File: src/rtl/core/dewf_pkg.sv
// ----------------------------------------------------------------------------
// dewf_pkg
// Shared types and constants of the duplicate event window filter: field
// widths, register indexes, controller states and the command and status
// bundles between controller and datapath.
// ----------------------------------------------------------------------------
package dewf_pkg;

  localparam int unsigned HISTORY_DEPTH_DEF = 16;

  localparam int unsigned CODE_W     = 8;
  localparam int unsigned TIME_W     = 32;
  localparam int unsigned CFG_IDX_W  = 1;
  localparam int unsigned CFG_DATA_W = 32;

  // Configuration register indexes
  localparam logic [CFG_IDX_W-1:0] REG_WINDOW_MS = 1'd0;
  localparam logic [CFG_IDX_W-1:0] REG_LIST_MODE = 1'd1;

  typedef enum logic [1:0] {
    ST_IDLE,
    ST_EVAL,
    ST_SEARCH,
    ST_FINISH
  } dewf_state_t;

  typedef struct packed {
    logic load_in;     // capture the input beat
    logic eval;        // check the window, arm the history search
    logic search_run;  // advance the history search by one entry
    logic commit;      // apply the decision and load the output register
  } dewf_cmd_t;

  typedef struct packed {
    logic skip;         // no search needed: single mode or window expired
    logic search_done;  // code found or all filled entries compared
  } dewf_status_t;

endpackage

File: src/rtl/core/dewf_if.sv
// ----------------------------------------------------------------------------
// dewf_in_if / dewf_out_if
// Valid/ready channels of the duplicate event window filter: event beats in,
// decision beats out.
// ----------------------------------------------------------------------------
interface dewf_in_if;
  logic                        valid;
  logic                        ready;
  logic [dewf_pkg::CODE_W-1:0] event_code;
  logic [dewf_pkg::TIME_W-1:0] now_ms;

  modport source (output valid, output event_code, output now_ms, input ready);
  modport sink (input valid, input event_code, input now_ms, output ready);
endinterface

interface dewf_out_if;
  logic valid;
  logic ready;
  logic accepted;

  modport source (output valid, output accepted, input ready);
  modport sink (input valid, input accepted, output ready);
endinterface

File: src/rtl/core/dewf_ctrl.sv
// ----------------------------------------------------------------------------
// dewf_ctrl
// Sequencer of the filter: takes one event beat, steps the datapath through
// window check and history search, and owns the output valid flag.
// ----------------------------------------------------------------------------
module dewf_ctrl (
  input  logic                   clk,
  input  logic                   rst_n,
  input  logic                   in_valid,
  output logic                   in_ready,
  output logic                   out_valid,
  input  logic                   out_ready,
  input  dewf_pkg::dewf_status_t status,
  output dewf_pkg::dewf_cmd_t    cmd
);

  dewf_pkg::dewf_state_t state_r, state_nxt;
  logic                  out_valid_r, out_valid_nxt;
  logic                  slot_free;

  always_ff @(posedge clk) begin
    if (!rst_n) begin
      state_r     <= dewf_pkg::ST_IDLE;
      out_valid_r <= 1'b0;
    end else begin
      state_r     <= state_nxt;
      out_valid_r <= out_valid_nxt;
    end
  end

  assign slot_free = !out_valid_r || out_ready;

  always_comb begin
    state_nxt     = state_r;
    cmd           = '0;
    in_ready      = 1'b0;
    out_valid_nxt = out_valid_r && !out_ready;
    case (state_r)
      dewf_pkg::ST_IDLE: begin
        in_ready = 1'b1;
        if (in_valid) begin
          cmd.load_in = 1'b1;
          state_nxt   = dewf_pkg::ST_EVAL;
        end
      end
      dewf_pkg::ST_EVAL: begin
        cmd.eval  = 1'b1;
        state_nxt = dewf_pkg::ST_SEARCH;
      end
      dewf_pkg::ST_SEARCH: begin
        if (status.skip || status.search_done) begin
          state_nxt = dewf_pkg::ST_FINISH;
        end else begin
          cmd.search_run = 1'b1;
        end
      end
      dewf_pkg::ST_FINISH: begin
        // hold until the output register can take the decision
        if (slot_free) begin
          cmd.commit    = 1'b1;
          out_valid_nxt = 1'b1;
          state_nxt     = dewf_pkg::ST_IDLE;
        end
      end
      default: begin
        state_nxt = dewf_pkg::ST_IDLE;
      end
    endcase
  end

  assign out_valid = out_valid_r;

endmodule

File: src/rtl/core/dewf_dp.sv
// ----------------------------------------------------------------------------
// dewf_dp
// Datapath of the filter: configuration registers, history ring memory,
// window compare, one-entry-per-cycle search and the state update.
// ----------------------------------------------------------------------------
module dewf_dp #(
  parameter int unsigned HISTORY_DEPTH = dewf_pkg::HISTORY_DEPTH_DEF
) (
  input  logic                            clk,
  input  logic                            rst_n,
  input  logic                            cfg_we,
  input  logic [dewf_pkg::CFG_IDX_W-1:0]  cfg_idx,
  input  logic [dewf_pkg::CFG_DATA_W-1:0] cfg_data,
  input  logic [dewf_pkg::CODE_W-1:0]     in_event_code,
  input  logic [dewf_pkg::TIME_W-1:0]     in_now_ms,
  input  dewf_pkg::dewf_cmd_t             cmd,
  output dewf_pkg::dewf_status_t          status,
  output logic                            out_accepted
);

  localparam int unsigned AW = (HISTORY_DEPTH > 1) ? $clog2(HISTORY_DEPTH) : 1;
  localparam int unsigned CW = $clog2(HISTORY_DEPTH + 1);
  localparam logic [AW-1:0] LAST_SLOT = AW'(HISTORY_DEPTH - 1);
  localparam logic [CW-1:0] FULL      = CW'(HISTORY_DEPTH);

  logic [dewf_pkg::CODE_W-1:0] hist_mem [HISTORY_DEPTH];

  logic [dewf_pkg::TIME_W-1:0] window_r;
  logic                        list_mode_r;
  logic [dewf_pkg::CODE_W-1:0] code_r;
  logic [dewf_pkg::TIME_W-1:0] now_r;
  logic [dewf_pkg::TIME_W-1:0] lat_r;
  logic [dewf_pkg::CODE_W-1:0] last_code_r;
  logic [CW-1:0]               fill_r;
  logic [AW-1:0]               wp_r;
  logic                        expired_r;
  logic                        found_r;
  logic                        pend_r;
  logic [CW-1:0]               idx_r;
  logic [dewf_pkg::CODE_W-1:0] rd_data_r;
  logic                        out_acc_r;

  logic [dewf_pkg::TIME_W-1:0] elapsed;
  logic                        acc;
  logic [AW-1:0]               wr_addr;
  logic [AW-1:0]               wp_nxt;
  logic [CW-1:0]               fill_nxt;
  logic                        issue;
  logic                        hist_we;

  // Window age modulo 2^32
  assign elapsed = now_r - lat_r;

  assign acc = list_mode_r ? (expired_r || !found_r)
                           : ((code_r != last_code_r) || expired_r);

  // An expired window empties the ring, so the code lands in slot zero
  assign wr_addr  = expired_r ? '0 : wp_r;
  assign wp_nxt   = (wr_addr == LAST_SLOT) ? '0 : wr_addr + AW'(1);
  assign fill_nxt = expired_r ? CW'(1) : ((fill_r == FULL) ? fill_r : fill_r + CW'(1));

  assign issue   = cmd.search_run && (idx_r < fill_r);
  assign hist_we = cmd.commit && acc && list_mode_r;

  // Configuration
  always_ff @(posedge clk) begin
    if (!rst_n) begin
      window_r    <= '0;
      list_mode_r <= 1'b1;
    end else if (cfg_we) begin
      case (cfg_idx)
        dewf_pkg::REG_WINDOW_MS: window_r    <= cfg_data[dewf_pkg::TIME_W-1:0];
        dewf_pkg::REG_LIST_MODE: list_mode_r <= cfg_data[0];
        default: ;
      endcase
    end
  end

  // History ring
  always_ff @(posedge clk) begin
    if (hist_we) begin
      hist_mem[wr_addr] <= code_r;
    end
    if (issue) begin
      rd_data_r <= hist_mem[idx_r[AW-1:0]];
    end
  end

  // Input capture, window check, output register
  always_ff @(posedge clk) begin
    if (cmd.load_in) begin
      code_r <= in_event_code;
      now_r  <= in_now_ms;
    end
    if (cmd.eval) begin
      expired_r <= (elapsed >= window_r);
    end
    if (cmd.commit) begin
      out_acc_r <= acc;
    end
  end

  // Search control and filter state
  always_ff @(posedge clk) begin
    if (!rst_n) begin
      found_r     <= 1'b0;
      pend_r      <= 1'b0;
      idx_r       <= '0;
      fill_r      <= '0;
      wp_r        <= '0;
      lat_r       <= '0;
      last_code_r <= '0;
    end else begin
      if (cmd.eval) begin
        found_r <= 1'b0;
        pend_r  <= 1'b0;
        idx_r   <= '0;
      end else if (cmd.search_run) begin
        pend_r <= issue;
        if (issue) begin
          idx_r <= idx_r + CW'(1);
        end
        if (pend_r && (rd_data_r == code_r)) begin
          found_r <= 1'b1;
        end
      end
      if (cmd.commit && acc) begin
        lat_r <= now_r;
        if (list_mode_r) begin
          wp_r   <= wp_nxt;
          fill_r <= fill_nxt;
        end else begin
          last_code_r <= code_r;
        end
      end
    end
  end

  assign status.skip        = !list_mode_r || expired_r;
  assign status.search_done = found_r || (!pend_r && (idx_r >= fill_r));
  assign out_accepted       = out_acc_r;

endmodule

File: src/rtl/core/duplicate_event_window_filter.sv
// Steps per event: capture, window check, history search and commit. The search
//   ends at once in single mode, with an expired window or an empty ring.
// Throughput: one event at a time; the history memory port reads one entry per
//   cycle, so the search sets the rate.
// Reset (synchronous, rst_n low): window 0, list mode on, history empty, timer
//   and last code cleared; no clearing pass, the fill count bounds the search.
// ----------------------------------------------------------------------------
// duplicate_event_window_filter
// Passes an event on or suppresses it as a repeat seen inside a time window,
// against a ring of recently accepted codes or against the last one alone.
// ----------------------------------------------------------------------------
module duplicate_event_window_filter #(
  parameter int unsigned HISTORY_DEPTH = dewf_pkg::HISTORY_DEPTH_DEF
) (
  input  logic                            clk,
  input  logic                            rst_n,
  dewf_in_if.sink                         in_ch,
  dewf_out_if.source                      out_ch,
  input  logic                            cfg_we,
  input  logic [dewf_pkg::CFG_IDX_W-1:0]  cfg_idx,
  input  logic [dewf_pkg::CFG_DATA_W-1:0] cfg_data
);

  dewf_pkg::dewf_cmd_t    cmd;
  dewf_pkg::dewf_status_t status;

  // Controller: one beat in, sequence the steps, hold the result until taken.
  // A new beat is taken while the previous decision still waits at the output.
  dewf_ctrl u_ctrl (
    .clk       (clk),
    .rst_n     (rst_n),
    .in_valid  (in_ch.valid),
    .in_ready  (in_ch.ready),
    .out_valid (out_ch.valid),
    .out_ready (out_ch.ready),
    .status    (status),
    .cmd       (cmd)
  );

  // Datapath: the window check is a 32-bit subtract and compare, registered
  // before any decision; the search compares one ring entry per cycle
  // against the registered code and stops at the first hit.
  dewf_dp #(
    .HISTORY_DEPTH (HISTORY_DEPTH)
  ) u_dp (
    .clk           (clk),
    .rst_n         (rst_n),
    .cfg_we        (cfg_we),
    .cfg_idx       (cfg_idx),
    .cfg_data      (cfg_data),
    .in_event_code (in_ch.event_code),
    .in_now_ms     (in_ch.now_ms),
    .cmd           (cmd),
    .status        (status),
    .out_accepted  (out_ch.accepted)
  );

  // One event in flight: a taken beat blocks the input for the next cycle
  a_one_in_flight: assert property (@(posedge clk) disable iff (!rst_n)
    (in_ch.valid && in_ch.ready) |=> !in_ch.ready)
    else $error("input taken again while an event is in flight");

  // A commit always presents a decision beat on the next cycle
  a_commit_shows: assert property (@(posedge clk) disable iff (!rst_n)
    cmd.commit |=> out_ch.valid)
    else $error("decision committed but not presented");

  // The search only runs when the ring has to be consulted
  a_search_needed: assert property (@(posedge clk) disable iff (!rst_n)
    cmd.search_run |-> (!status.skip && !status.search_done))
    else $error("history search advanced when not needed");

  // Commit and input capture never coincide
  a_commit_idle: assert property (@(posedge clk) disable iff (!rst_n)
    cmd.commit |-> !in_ch.ready)
    else $error("commit while the input side is open");

endmodule

File: src/flat_wrapper.sv
// flat-port wrapper written by rule: the top's interface ports become plain ports
module duplicate_event_window_filter_flat 
#(
  parameter int unsigned HISTORY_DEPTH = dewf_pkg::HISTORY_DEPTH_DEF
)
  (clk, rst_n, cfg_we, cfg_idx, cfg_data, in_ch_valid, in_ch_event_code, in_ch_now_ms, in_ch_ready, out_ch_valid, out_ch_accepted, out_ch_ready);
  dewf_in_if in_ch_i ();
  dewf_out_if out_ch_i ();
  input  logic clk;
  input  logic rst_n;
  input  logic cfg_we;
  input  logic [dewf_pkg::CFG_IDX_W-1:0] cfg_idx;
  input  logic [dewf_pkg::CFG_DATA_W-1:0] cfg_data;
  input wire logic [$bits(in_ch_i.valid)-1:0] in_ch_valid;
  input wire logic [$bits(in_ch_i.event_code)-1:0] in_ch_event_code;
  input wire logic [$bits(in_ch_i.now_ms)-1:0] in_ch_now_ms;
  output wire logic [$bits(in_ch_i.ready)-1:0] in_ch_ready;
  output wire logic [$bits(out_ch_i.valid)-1:0] out_ch_valid;
  output wire logic [$bits(out_ch_i.accepted)-1:0] out_ch_accepted;
  input wire logic [$bits(out_ch_i.ready)-1:0] out_ch_ready;
  assign in_ch_i.valid = in_ch_valid;
  assign in_ch_i.event_code = in_ch_event_code;
  assign in_ch_i.now_ms = in_ch_now_ms;
  assign in_ch_ready = in_ch_i.ready;
  assign out_ch_valid = out_ch_i.valid;
  assign out_ch_accepted = out_ch_i.accepted;
  assign out_ch_i.ready = out_ch_ready;
  duplicate_event_window_filter #(.HISTORY_DEPTH(HISTORY_DEPTH)) u_core (.clk(clk), .rst_n(rst_n), .in_ch(in_ch_i), .out_ch(out_ch_i), .cfg_we(cfg_we), .cfg_idx(cfg_idx), .cfg_data(cfg_data));
endmodule
File: config.mk
export PLATFORM = sky130hd
export DESIGN_NAME = duplicate_event_window_filter_flat
export DESIGN_NICKNAME = d
export VERILOG_FILES = /design/src/rtl/core/dewf_pkg.sv /design/src/rtl/core/dewf_if.sv /design/src/rtl/core/dewf_ctrl.sv /design/src/rtl/core/dewf_dp.sv /design/src/rtl/core/duplicate_event_window_filter.sv /design/src/flat_wrapper.sv
export SDC_FILE = /design/constraint.sdc
export NUM_CORES = 1
export LEC_CHECK = 0
export ABC_AREA = 0
export ABC_CLOCK_PERIOD_IN_PS = 8950
export BUFFER_PORTS_ARGS = -buffer_cell sky130_fd_sc_hd__buf_2
export CORE_ASPECT_RATIO = 0.7
export CORE_UTILIZATION = 35
export DETAILED_ROUTE_END_ITERATION = 16
export PLACE_DENSITY_LB_ADDON = 0.08
export SETUP_SLACK_MARGIN = 0.15
export SYNTH_ARGS = -nofsm -noshare
export SYNTH_HDL_FRONTEND = slang
export SYNTH_SLANG_ARGS = --single-unit
File: constraint.sdc
create_clock -name clk -period 8.95 [get_ports clk]
set_clock_uncertainty 0.1 [all_clocks]
set_input_delay 1.79 -clock clk [delete_from_list [all_inputs] [get_ports clk]]
set_output_delay 1.79 -clock clk [all_outputs]
set_load 0.01 [all_outputs]
* Word-level counts from Yosys, hierarchy flattened
Memory sizes are Yosys's and may differ from the RTL's. A register that Yosys moved wholly into a read port is not among the register bits.
Index checks and enable logic that the tools add are counted.
** Storage, ports and cells
- Register bits after elaboration :: 134
- Memory bits (writable) :: 128
- Input port bits :: 78
- Output and inout port bits :: 3
- Logic and storage cells :: 85
- Memories kept :: 1
** Memory list
- u_core.u_dp.hist_mem :: depth 16, bits a word 8, rd ports 1, clocked after Yosys merged registers in 1, write ports 1, line dewf_dp.sv:26 : logic [dewf_pkg::CODE_W-1:0] hist_mem [HISTORY_DEPTH];
** Operators by class
- Add/sub/neg operators :: 4
- Magnitude comparators :: 3
- Equal/unequal tests :: 11
- Multiplexer cells :: 21
- Bitwise logic cells :: 3
- Reductions and logical operators :: 27
** Operators with widths (count)
- 32-bit >= comparator :: 1
- 32-bit subtractor :: 1
- 1-bit 2-to-1 mux :: 13
- 2-bit AND reduction :: 6
- 5-bit by 1-bit adder with 5-bit output, second input constant :: 2
- 5-bit 2-to-1 mux :: 2
- 8-bit == test :: 1
- 4-bit 2-to-1 mux :: 2
- 2-bit != test, second input constant :: 4
- 8-bit != test :: 1
- 2-bit one-hot mux with 4 select lines :: 1
- 1-bit logical AND :: 6
- 1-bit logical OR :: 6
- 2-bit 2-to-1 mux :: 3
- 3-bit AND reduction :: 2
- 5-bit == test, second input constant :: 1
- 5-bit >= comparator :: 1
- 1-bit zero test :: 5
- 5-bit less-than comparator :: 1
- 4-bit by 1-bit adder with 4-bit output, second input constant :: 1
- 2-bit == test, second input constant :: 2
- 4-bit == test, second input constant :: 1
- 1-bit inverter :: 3
- 2-bit by 1-bit == test with 1-bit output, second input constant :: 1
- 2 further kinds :: 2

* Longest topological paths before layout
Gate-level depths: netlist of run 1.
- Depth in word-level cells :: 8
- Mapped depth :: 18
- Depth with buffers taken out :: 18

* Modules after synthesis
Synthesis of run 1 repeated with hierarchy kept, for this count alone.
** Second synthesis, totals
- Cell total of the unflattened synthesis :: 1103
- Area total of the unflattened synthesis :: 13053.8 µm²
** Modules (own cells, without submodules)
- dewf_dp :: instances 1, cells an instance 1081, area an instance 12832.3 µm², sequential area each 7126.8 µm²
- dewf_ctrl :: instances 1, cells an instance 22, area an instance 221.5 µm², sequential area each 60.1 µm²

* Worst setup path after synthesis of run 1
OpenSTA, ideal clock, no wires.
- Path type :: reg2reg
- Start :: register u_core.u_dp.now_r[0] (netlist name)
- End :: register u_core.u_dp.expired_r (data pin)
- Setup time :: 266 ps
- Arrival time :: 3296 ps
- Required time :: 8584 ps
- Path slack :: 5288 ps
- Stages on the path, launching flop included :: 19
- Buffers on the path :: 0
- Clock period less this slack :: 3662 ps
- Cells stage by stage :: edfxtp_1 > inv_1 > ha_1 > inv_1 > fa_1 > nand3_1 > nand2_1 > a21oi_1 > a41oi_1 > a31oi_1 > o21ai_1 > xor2_1 > ha_1 > a21o_1 > a211oi_1 > o21bai_1 > a21o_1 > a221oi_1 > o31ai_1
** Between the ends
- Word-level cells in the longest chain between the ends :: 2
** Ends and longest elaborated chain
- start, declared :: line dewf_dp.sv:31 : logic [dewf_pkg::TIME_W-1:0] now_r;
- start signal, assigned :: line dewf_dp.sv:93 : now_r <= in_now_ms;
- 32-bit subtractor :: line dewf_dp.sv:52 : assign elapsed = now_r - lat_r;
- 32-bit >= comparator :: line dewf_dp.sv:96 : expired_r <= (elapsed >= window_r);
- end signal, assigned :: line dewf_dp.sv:96
- end, declared :: line dewf_dp.sv:36 : logic expired_r;
Every way passes these cells.
A chain may end at the register's enable or synchronous reset.

* Final worst setup path of run 1
- Start :: register u_core.u_dp.now_r[4] (netlist name)
- End :: register u_core.u_dp.expired_r (data pin)
Same word-level chain as after synthesis.

==> results of run 1 <==
## per-stage QoR
step / hold WS [ns] / worst slack [ns] / util (%)
after floorplan: 0.3363 / 5.288 / -
after detailed placement: 0.3476 / 4.732 / 38.36
after global routing: 0.3799 / 4.362 / 41.29
after CTS: 0.3564 / 4.711 / 41.29
after global placement: 0.3438 / 4.807 / 38.36
final: 0.3531 / 4.692 / 41.29
## cells in the final DEF, fill, tap and decap left out, types with 22 or more instances in the layout
cell type / netlist / final
edfxtp_1: 178 / 178
xnor2_1: 25 / 25
xor2_1: 23 / 23
mux4_2: 40 / 40
a21o_1: 22 / 22
ha_1: 79 / 79
a21oi_1: 83 / 82
clkbuf_16: 0 / 29
nand2_1: 101 / 101
nor2_1: 88 / 88
buf_2: 7 / 80
dfxtp_1: 92 / 91
inv_1: 86 / 85
mux2i_1: 44 / 44
## cell type report
type	instances	area share, %
clock buffer	30	4.878
clock inverter	22	2.217
inverter	87	2.184
multi-input combinational	682	35.29
sequential	270	48.09
tap	480	4.016
timing repair buffer	93	3.330
## registers in the layout, summed over array words and instances, names as in the netlist, 8 cells and up
signal                   flops
u_core.u_dp.hist_mem       128
u_core.u_dp.lat_r           32
u_core.u_dp.now_r           32
u_core.u_dp.window_r        32
u_core.u_dp.code_r           8
u_core.u_dp.last_code_r      8
u_core.u_dp.rd_data_r        8
## kinds of logic after synthesis
logic type	after synthesis	share of synthesized area, %
buffers and inverters	130	3.978
adders and majority gates	80	7.782
AOI/OAI and AO/OA	195	9.520
DFF	270	55.46
muxes	84	10.35
and+or+nand+nor	275	9.665
xor gates and xnor gates	48	3.244
## power by group through the flow
stage	sequential (uW)	combinational, uW	clock, uW
finish	1520	1130	1340
global route	1530	1270	1420
CTS	1520	1130	1370
detailed placement	1550	1120	0
global placement	1550	1130	0
floorplan	1550	783	0
## worst reg2reg max path, delay by kind of cell (launching register included)
family	cells	cell delay, ns
compound gates	12	2.65
fa+ha+maj	2	0.69
flops	1	0.40
xor+xnor	1	0.17
## metal layers
| layer | vias to the layer above | GRT usage, % | routed length, um |
|---|---|---|---|
| li1 | 4086 | - | - |
| met1 | 4043 | 29.39 | 17970 |
| met2 | 191 | 20.98 | 11610 |
| met3 | 34 | 3.519 | 1812 |
| met4 | 0 | 3.559 | 586 |
| met5 | - | 0 | 0 |
## worst max-delay path by stage
stage,slack (ns),start,depth (start not counted),to
after floorplan,5.29,u_core.u_dp.now_r[0],18,u_core.u_dp.expired_r
after global placement,4.81,u_core.u_dp.now_r[4],15,u_core.u_dp.expired_r
after detailed placement,4.73,u_core.u_dp.now_r[0],18,u_core.u_dp.expired_r
after CTS,4.71,u_core.u_dp.now_r[0],18,u_core.u_dp.expired_r
after global routing,4.36,u_core.u_dp.now_r[0],18,u_core.u_dp.expired_r
final,4.69,u_core.u_dp.now_r[4],15,u_core.u_dp.expired_r
==> summary.md, run 1 <==
| Metric | Value |
|---|---|
| Status | `complete, no violations` |
| Sequential group share of total power | `38.1%` |
| # DRC | `0` |
| Register area | `0.007191 mm2` |
| Clock buffer count from CTS | `28` |
| Max-cap violations | `0` |
| Final Cycle Share | `47.58%` |
| NetSw | `1253 uW` |
| Post-synth top cells | `178 x edfxtp_1, 101 x nand2_1, 92 x dfxtp_1` |
| Footprint of the multi-input gates | `0.005276 mm2` |
| HP Class | `reg2reg` |
| Vias per inst | `5.020` |
| Post-synthesis sequential area ratio | `about 55%` |
| Sw frac | `between 30% and 40%` |
| Hold Path Origin | `u_core.u_dp.window_r[11]` |
| Post-layout net count | `1320` |
| Maximum net fanout on the critical path | `5` |
| Initial DRT Pass Iterations | `5` |
| Fraction of registers with async set/reset | `0%` |
| Main synth FF type | `edfxtp_1` |
| Port buffer count | `80` |
| Most frequent cell after synthesis | `edfxtp_1` |
| Clk slew on worst S/H paths | `0.07 ns` |
| Row count | `just under 60` |
| Final Hold Viols | `0` |
| Full die area | `0.03781 mm2` |
| Synthesized flop and latch total | `270` |
| Relative slew slack | `36.58%` |
| Post-CTS Setup Inserts | `0` |
| CTS root buf | `clkbuf_16` |
| Top post-synthesis cells by area | `edfxtp_1 41%, dfxtp_1 14%, ha_1 7.6%` |
| Syn avg cell area | `roughly 12 um2` |
| Max Clock Freq | `234.8 MHz` |
| Placer Congestion | `0.8594` |
| Combinational Power Share | `28.3%` |
| CTS H-tree lvls | `1` |
| Initial Utilization | `between 30 and 40%` |
| P_leak | `0.005323 uW` |
| ANT cells | `0` |
| Area grow syn2layout | `15.39%` |
| Synth unique cells | `62` |
| Final WL | `31990 um` |
| WL per Instance | `around 19 um` |
| RSZ-0062 raised after global routing | `no` |
| Reg-to-Reg Start | `u_core.u_dp.now_r[4]` |
| Worst Reg-to-Reg Cells | `15` |
| Post-detail-place hpwl | `22540 um` |
| Mapped Area | `0.01296 mm2` |
| Final total negative setup slack | `0 ns` |
| Worst Hold Path EP | `u_core.u_dp.window_r[11]` |
| Final setup viols | `0` |
| Setup crit end kind | `flip-flop` |
| Least-Margin Pin Slew | `0.9513 ns` |
| Top cell by count, worst path | `a21o_1` |
| Pin count of the biggest net entering global routing | `84` |
| Hold buffers post-CTS | `0` |
| Vias in the first global route | `approximately 8000` |
| CP top delay family | `compound AO/OA/AOI/OAI gates` |
| Hold Path Cell Cnt | `2` |
| Fin cells | `between 1500 and 2000` |
| CTS max path bufs | `3` |
| Startpoint Class | `flip-flop` |
| Worst Path Buf+Inv | `0` |
| Design Power | `around 4000 uW` |
| Peak VDD IR | `0.0001392 V` |
| Int Pwr | `between 2000 and 3000 uW` |
| Total gr overflow | `0` |
| CP Data Arrival Time | `4.46 ns` |
| EDFF count, synth | `roughly 180` |
| Die Ht | `163.0 um` |
| CTS tree | `yes` |
| Crit path cell chain | `ha_1 > o211ai_1 > a21oi_1 > o21ai_1 > o31ai_2 > a21oi_1 > xnor2_1 > ha_1 > a21o_1 > a21o_1 > a211oi_1 > o21bai_1 > a21o_1 > a221oi_1 > o31ai_1` |
| Minimum clock period after layout | `~4.3 ns` |
| Fin area | `0.01495 mm2` |
| Area of the core | `0.03621 mm2` |
| First-pass GRT wire length | `48640 um` |
| DIE WIDTH | `between 200 and 250 um` |
| Clock sinks | `270` |
| Syn. warnings | `0` |
| Slowest stage cell, crit path | `o31ai_2` |
| P per Cell Area | `266.5 mW/mm2` |
| Placed cell count | `approximately 1600` |
| Gr usage total | `17.15%` |
| Crit path kind | `reg2reg` |
| Slew Viols, Final | `0` |
| Detailed Route Iter0 Violations | `roughly 560` |
| Worst skew pair latency | `0.56 ns` |
| Layout cells sized above 1 | `16.47%` |
| Reg-to-reg endpoint | `u_core.u_dp.expired_r` |
| Antenna Nets Post-Route | `0` |
| Layout filler cell count | `3453` |
| Area leader, netlist | `edfxtp_1` |
| Resized Gates After CTS | `0` |
| Vias | `8354` |
| Yosys top cell area share | `41.25%` |
| Synthesized Nets | `1240` |
| Required time of the worst setup path | `9.15 ns` |
| IO Pins | `81` |
| DP Area | `0.01389 mm2` |
| Crit-path max cell delay | `0.43 ns` |
| Gate Count Post-Synth | `1082` |
| R2r setup slk | `4.69 ns` |
| Antenna violations before repair | `1` |
| Clock power frac | `33.6%` |
Power figures use the tool's default switching activity.
==> run 2: changes to the inputs <==
--- a/config.mk
+++ b/config.mk
@@ -6,7 +6,7 @@
 export NUM_CORES = 1
 export LEC_CHECK = 0
 export ABC_AREA = 0
-export ABC_CLOCK_PERIOD_IN_PS = 8950
+export ABC_CLOCK_PERIOD_IN_PS = 4300
 export BUFFER_PORTS_ARGS = -buffer_cell sky130_fd_sc_hd__buf_2
 export CORE_ASPECT_RATIO = 0.7
 export CORE_UTILIZATION = 35
==> constraint.sdc (replaced) <==
create_clock -name clk -period 4.3 [get_ports clk]
set_clock_uncertainty 0.1 [all_clocks]
set_input_delay 0.86 -clock clk [delete_from_list [all_inputs] [get_ports clk]]
set_output_delay 0.86 -clock clk [all_outputs]
set_load 0.01 [all_outputs]
==> run 2 against run 1 <==
Setup slack got worse by 4.3 ns. First-iteration DRC count rose by 17%. Cell count rose by 0.66%. Global-route usage fell by 0.073 points. Via count rose by 1.6%. Die area did not move. Combinational power rose by 120%. Final area barely moved. Register-to-register slack got worse by 4.3 ns. Core utilization barely moved. Highest routed layer unchanged.
==> summary.md, run 2 (synthesis gave the netlist of run 1 again) <==
| Metric | Value |
|---|---|
| CTS root buf | `clkbuf_16` |
| RSZ-0062 raised after global routing | `no` |
| Initial Utilization | `a little over a third` |
| Top cell by count, worst path | `a21oi_1` |
| Post-detail-place hpwl | `23050 um` |
| Crit path kind | `reg2reg` |
| Clk slew on worst S/H paths | `0.06 ns` |
| CP Data Arrival Time | `4.05 ns` |
| Layout cells sized above 1 | `16.99%` |
| # DRC | `0` |
| Final Cycle Share | `89.74%` |
| Vias | `8487` |
| Final WL | `between 30000 and 40000 um` |
| Gr usage total | `17.08%` |
| Worst skew pair latency | `0.56 ns` |
| Most frequent cells in the layout | `178 x edfxtp_1, 101 x nand2_1, 91 x dfxtp_1` |
| Detailed Route Iter0 Violations | `650` |
| Max-cap violations | `0` |
| Register area | `0.007188 mm2` |
| Startpoint Class | `flip-flop` |
| IO Pins | `81` |
| Placed cell count | `1623` |
| Clock sinks | `270` |
| Crit-path max cell delay | `~0.40 ns` |
| Final Hold Viols | `0` |
| Clock buffer count from CTS | `28` |
| Max reg flops | `approximately 130` |
| P per Cell Area | `537.1 mW/mm2` |
| Placer Congestion | `0.8888` |
| Reg-to-Reg Start | `u_core.u_dp.now_r[4]` |
| Total gr overflow | `0` |
| First-pass GRT wire length | `~48000 um` |
| Final total negative setup slack | `0 ns` |
| Critical path startpoint | `u_core.u_dp.now_r[4]` |
| Full die area | `0.03781 mm2` |
| CTS max path bufs | `3` |
| Area of the core | `0.03621 mm2` |
| Hold buffers post-CTS | `0` |
| Vias per inst | `about 5.1` |
| Max Clock Freq | `259.2 MHz` |
| Layout filler cell count | `around 3400` |
| Initial DRT Pass Iterations | `7` |
| Fin area | `0.01496 mm2` |
| ANT cells | `0` |
| Post-CTS Setup Inserts | `0` |
| Antenna violations before repair | `2` |
| DIE WIDTH | `232.0 um` |
| Setup crit end kind | `flip-flop` |
| Relative slew slack | `22.09%` |
| DP Area | `0.01398 mm2` |
| Footprint of the multi-input gates | `0.005334 mm2` |
| WL per Instance | `19.12 um` |
| Worst setup path endpoint | `u_core.u_dp.expired_r` |
| Antenna Nets Post-Route | `0` |
| Commonest non-fill, non-tap cell in the layout | `edfxtp_1` |
| Minimum clock period after layout | `3.859 ns` |
| Post-layout net count | `approximately 1300` |
| Vias in the first global route | `7899` |
| Required time of the worst setup path | `4.49 ns` |
| Crit path cell chain | `ha_1 > o211ai_1 > a21oi_1 > o21ai_4 > o31ai_4 > a21oi_1 > o211ai_1 > o2111a_1 > ha_1 > a21o_1 > a21o_1 > a21oi_1 > nor2_1 > a211oi_1 > o31ai_1` |
| Pin count of the biggest net entering global routing | `45` |
| Least-Margin Pin Slew | `1.169 ns` |
| Fin cells | `approximately 1700` |
| Top reg by flops | `u_core.u_dp.hist_mem` |
| Slowest stage cell, crit path | `edfxtp_1` |
| Area grow syn2layout | `15.42%` |
| Peak VDD IR | `about 0.00029 V` |
| HP Class | `reg2reg` |
| Row count | `58` |
| Maximum net fanout on the critical path | `5` |
| Slew Viols, Final | `0` |
| Final setup viols | `0` |
| P_leak | `0.005327 uW` |
| Reg-to-reg endpoint | `u_core.u_dp.expired_r` |
| CTS H-tree lvls | `1` |
| CTS tree | `yes` |
| R2r setup slk | `0.44 ns` |
| Status | `complete, no violations` |
| Port buffer count | `80` |
| Worst Reg-to-Reg Cells | `15` |
| Die Ht | `163.0 um` |
run 2: cell count changes in the layout (fill, tap and decap cells not counted), moves of 2 or more:
cell,previous run,this run
clkbuf_1,1,11
a21oi_2,0,2
buf_4,13,23
clkinv_4,2,0
bufinv_16,8,2
clkinv_2,5,2
a21oi_1,82,80
clkbuf_8,0,4
clkinvlp_4,6,2
run 2: per-stage QoR:
stage	hold slack, ns	util (%)	worst slack (ns)	power, uW
floorplan	0.3363	-	0.6384	4858
global route	0.3473	41.30	0.1350	8505
finish	0.3539	41.30	0.4413	8034
detailed placement	0.3476	38.62	0.2350	5598
global placement	0.3430	38.62	0.3344	5603
CTS	0.3423	41.14	0.1970	8052
run 2: how the worst min path moves through the flow:
stage                                         from                        to  slack (ns)  depth (start not counted)
after floorplan           u_core.u_dp.window_r[10]  u_core.u_dp.window_r[10]        0.34                          2
after global placement    u_core.u_dp.window_r[17]  u_core.u_dp.window_r[17]        0.34                          2
after detailed placement  u_core.u_dp.window_r[21]  u_core.u_dp.window_r[21]        0.35                          2
after CTS                      in_ch_event_code[5]     u_core.u_dp.code_r[5]        0.34                          1
after global routing           in_ch_event_code[5]     u_core.u_dp.code_r[5]        0.35                          1
final                     u_core.u_dp.window_r[19]  u_core.u_dp.window_r[19]        0.35                          2
run 2: area by class of cell:
type | count | share of cell area (%)
multi-input combinational | 682 | 35.66
tap | 480 | 4.015
inverter | 87 | 2.183
clock buffer | 44 | 5.496
clock inverter | 8 | 0.6190
timing repair buffer | 104 | 3.965
sequential | 270 | 48.06
run 2: timing repair:
action	CTS	global route
endpoints found under the hold margin	0	0
gates resized for setup	0	10
endpoints found under the setup margin	0	1
run 2: worst max-delay path: cells and delay by family, from the launching register on:
family	cells	cell delay [ns]
DFF	1	0.40
adders and majority gates	2	0.64
and+or+nand+nor	1	0.05
AOI/OAI and AO/OA	12	2.39
run 2: metal layers:
layer / track usage, % / vias up / wire, um
li1: - / 4114 / -
met1: 29.22 / 4130 / 17910
met2: 20.99 / 205 / 11700
met3: 3.379 / 38 / 1789
met4: 3.678 / 0 / 630
met5: 0 / - / 0
run 2: power breakdown:
part / internal [uW] / switching (uW)
sequential: 3050 / 117
clock: 1430 / 993
combinational: 982 / 1460
total: 5460 / 2570
==> run 3: changes to the inputs <==
--- a/config.mk
+++ b/config.mk
@@ -9,7 +9,7 @@
 export ABC_CLOCK_PERIOD_IN_PS = 4300
 export BUFFER_PORTS_ARGS = -buffer_cell sky130_fd_sc_hd__buf_2
 export CORE_ASPECT_RATIO = 0.7
-export CORE_UTILIZATION = 35
+export CORE_UTILIZATION = 50
 export DETAILED_ROUTE_END_ITERATION = 16
 export PLACE_DENSITY_LB_ADDON = 0.08
 export SETUP_SLACK_MARGIN = 0.15
==> run 3 against run 2 <==
Worst hold slack improved by 0.0025 ns. Largest cell class unchanged. Critical path depth decreased by 1. Register-to-register slack got worse by 0.06 ns. Sequential power about the same. First-iteration DRC count increased by 10%. Highest routed layer unchanged. Maximum frequency decreased by 1.6%. Total power decreased by 1.7%. Sequential share of layout area increased by 0.93 points. Setup slack got worse by 0.064 ns. Die area decreased by 30%. Core utilization increased by 17 points. Sequential cell count unchanged.
==> summary.md, run 3 (synthesis gave the netlist of run 1 again) <==
| Metric | Value |
|---|---|
| Gr usage total | `21.92%` |
| Clk slew on worst S/H paths | `0.07 ns` |
| Full die area | `0.02658 mm2` |
| Worst skew pair latency | `0.55 ns` |
| NetSw | `2529 uW` |
| Clock sinks | `270` |
| Hold Slack | `about 0.36 ns` |
| Reg-to-reg endpoint | `u_core.u_dp.expired_r` |
| Relative slew slack | `approximately 28%` |
| Layout filler cell count | `2022` |
| Layout cells sized above 1 | `17.10%` |
| Max-cap violations | `0` |
| WL per Instance | `around 19 um` |
| Max Clock Freq | `255.0 MHz` |
| Initial DRT Pass Iterations | `5` |
| Max reg flops | `128` |
| Reg-to-Reg Start | `u_core.u_dp.now_r[4]` |
| Required time of the worst setup path | `4.49 ns` |
| Crit path kind | `reg2reg` |
| Antenna violations before repair | `0` |
| Pin count of the biggest net entering global routing | `42` |
| Area of the core | `0.02504 mm2` |
| Post-layout net count | `between 1000 and 1500` |
| Antenna Nets Post-Route | `0` |
| Maximum net fanout on the critical path | `5` |
| Startpoint Class | `flip-flop` |
| RSZ-0062 raised after global routing | `no` |
| P_leak | `0.005281 uW` |
| Detailed Route Iter0 Violations | `718` |
| Post-detail-place hpwl | `20390 um` |
| CTS tree | `yes` |
| Initial Utilization | `about half` |
| Final setup viols | `0` |
| Total gr overflow | `0` |
| Worst Hold Path EP | `u_core.u_dp.window_r[2]` |
| Die Ht | `roughly 140 um` |
| Vias per inst | `5.653` |
| Port buffer count | `80` |
| Worst Path Buf+Inv | `0` |
| CTS root buf | `clkbuf_16` |
| DIE WIDTH | `about 190 um` |
| Worst Reg-to-Reg Cells | `14` |
| HP Class | `reg2reg` |
| Vias in the first global route | `just under 8000` |
| Least-Margin Pin Slew | `1.080 ns` |
| Crit-path max cell delay | `0.45 ns` |
| Final Cycle Share | `between 90% and 100%` |
| Final total negative setup slack | `0 ns` |
| Clock power frac | `between 20% and 30%` |
| Top reg by flops | `u_core.u_dp.hist_mem` |
| Slowest stage cell, crit path | `a2111o_1` |
| Status | `complete, no violations` |
| IO Pins | `81` |
| CP Data Arrival Time | `4.11 ns` |
| Hold buffers post-CTS | `0` |
| # DRC | `0` |
| Sequential group share of total power | `40.1%` |
| Hold Path Cell Cnt | `2` |
| Hold Path Origin | `u_core.u_dp.window_r[2]` |
| Minimum clock period after layout | `3.922 ns` |
| Row count | `48` |
| Commonest non-fill, non-tap cell in the layout | `edfxtp_1` |
| R2r setup slk | `about 0.38 ns` |
| First-pass GRT wire length | `44570 um` |
| Most frequent cells in the layout | `178 x edfxtp_1, 101 x nand2_1, 91 x dfxtp_1` |
| CP top delay family | `compound AO/OA/AOI/OAI gates` |
| Setup crit end kind | `flip-flop` |
| Placer Congestion | `0.9193` |
| Vias | `8548` |
| Area grow syn2layout | `13.23%` |
| Top cell by count, worst path | `a21o_1` |
| Sw frac | `32.04%` |
| CTS H-tree lvls | `1` |
| Combinational Power Share | `30.5%` |
| Register area | `~0.007 mm2` |
| Final WL | `28750 um` |
| Crit path cell chain | `ha_1 > a2111o_1 > o21ai_2 > o31ai_4 > a21oi_1 > xnor2_1 > ha_1 > a21o_1 > a21o_1 > a211oi_2 > o21bai_1 > a21o_1 > a221oi_2 > o31ai_1` |
| Peak VDD IR | `0.0003521 V` |
| Footprint of the multi-input gates | `0.005325 mm2` |
| Final Hold Viols | `0` |
| ANT cells | `0` |
| P per Cell Area | `538.0 mW/mm2` |
| Int Pwr | `5365 uW` |
| Clock buffer count from CTS | `25` |
| Slew Viols, Final | `0` |
| CTS max path bufs | `3` |
## run 3: how the worst max path moves through the flow
stage,endpoint,depth (start not counted),start
floorplan,u_core.u_dp.expired_r,18,u_core.u_dp.now_r[0]
global placement,u_core.u_dp.expired_r,15,u_core.u_dp.now_r[4]
detailed placement,u_core.u_dp.expired_r,15,u_core.u_dp.now_r[4]
CTS,u_core.u_dp.expired_r,18,u_core.u_dp.now_r[0]
global route,u_core.u_dp.expired_r,18,u_core.u_dp.now_r[0]
finish,u_core.u_dp.expired_r,14,u_core.u_dp.now_r[4]
## run 3: per-layer routing
layer  wire (um)  share of wire, %  track usage (%)
met5           0                 0                0
met3        2534               8.8            4.929
met2       10610                37            27.16
met4         357               1.2            3.792
met1       15240                53            37.52
## run 3: power groups by stage
stage | combinational [uW] | sequential, uW | clock (uW)
2_1_floorplan | 1630 | 3230 | 0
3_3_place_gp | 2280 | 3220 | 0
3_5_place_dp | 2290 | 3220 | 0
4_1_cts | 2310 | 3170 | 2370
5_1_grt | 2670 | 3190 | 2470
6_report | 2410 | 3170 | 2320
## run 3: what timing repair did
item	in CTS	in global routing
hold endpoints to repair	0	0
setup endpoints to repair	1	1
cloned	0	0
pin swaps	0	4
gates resized for setup	1	9
setup buffers	0	3
## run 3: stage by stage
step           total power (uW)  cell area, um2  setup WS [ns]  instances  util (%)
3_3_place_gp               5498           13750         0.3414       1463     54.90
5_1_grt                    8329           14670         0.1407       1512     58.59
4_1_cts                    7847           14600         0.1779       1509     58.30
2_1_floorplan              4858           12960         0.6384       1082         -
6_report                   7893           14670         0.3777       1512     58.59
3_5_place_dp               5511           13750         0.1688       1463     54.90
## run 3: cell type report
type / instances / share of cell area (%)
clock buffers: 30 / 4.460
clock inverters: 16 / 1.322
inverters: 87 / 2.226
multi-input cells: 682 / 36.29
flip-flops and latches: 270 / 48.99
well taps: 325 / 2.771
repair buffers: 102 / 3.940
## run 3: tightest hold or removal path, cell delays in order, from the launching register on
cell,delay [ns]
dfxtp_1,0.31
nand2_1,0.05
a21oi_1,0.05
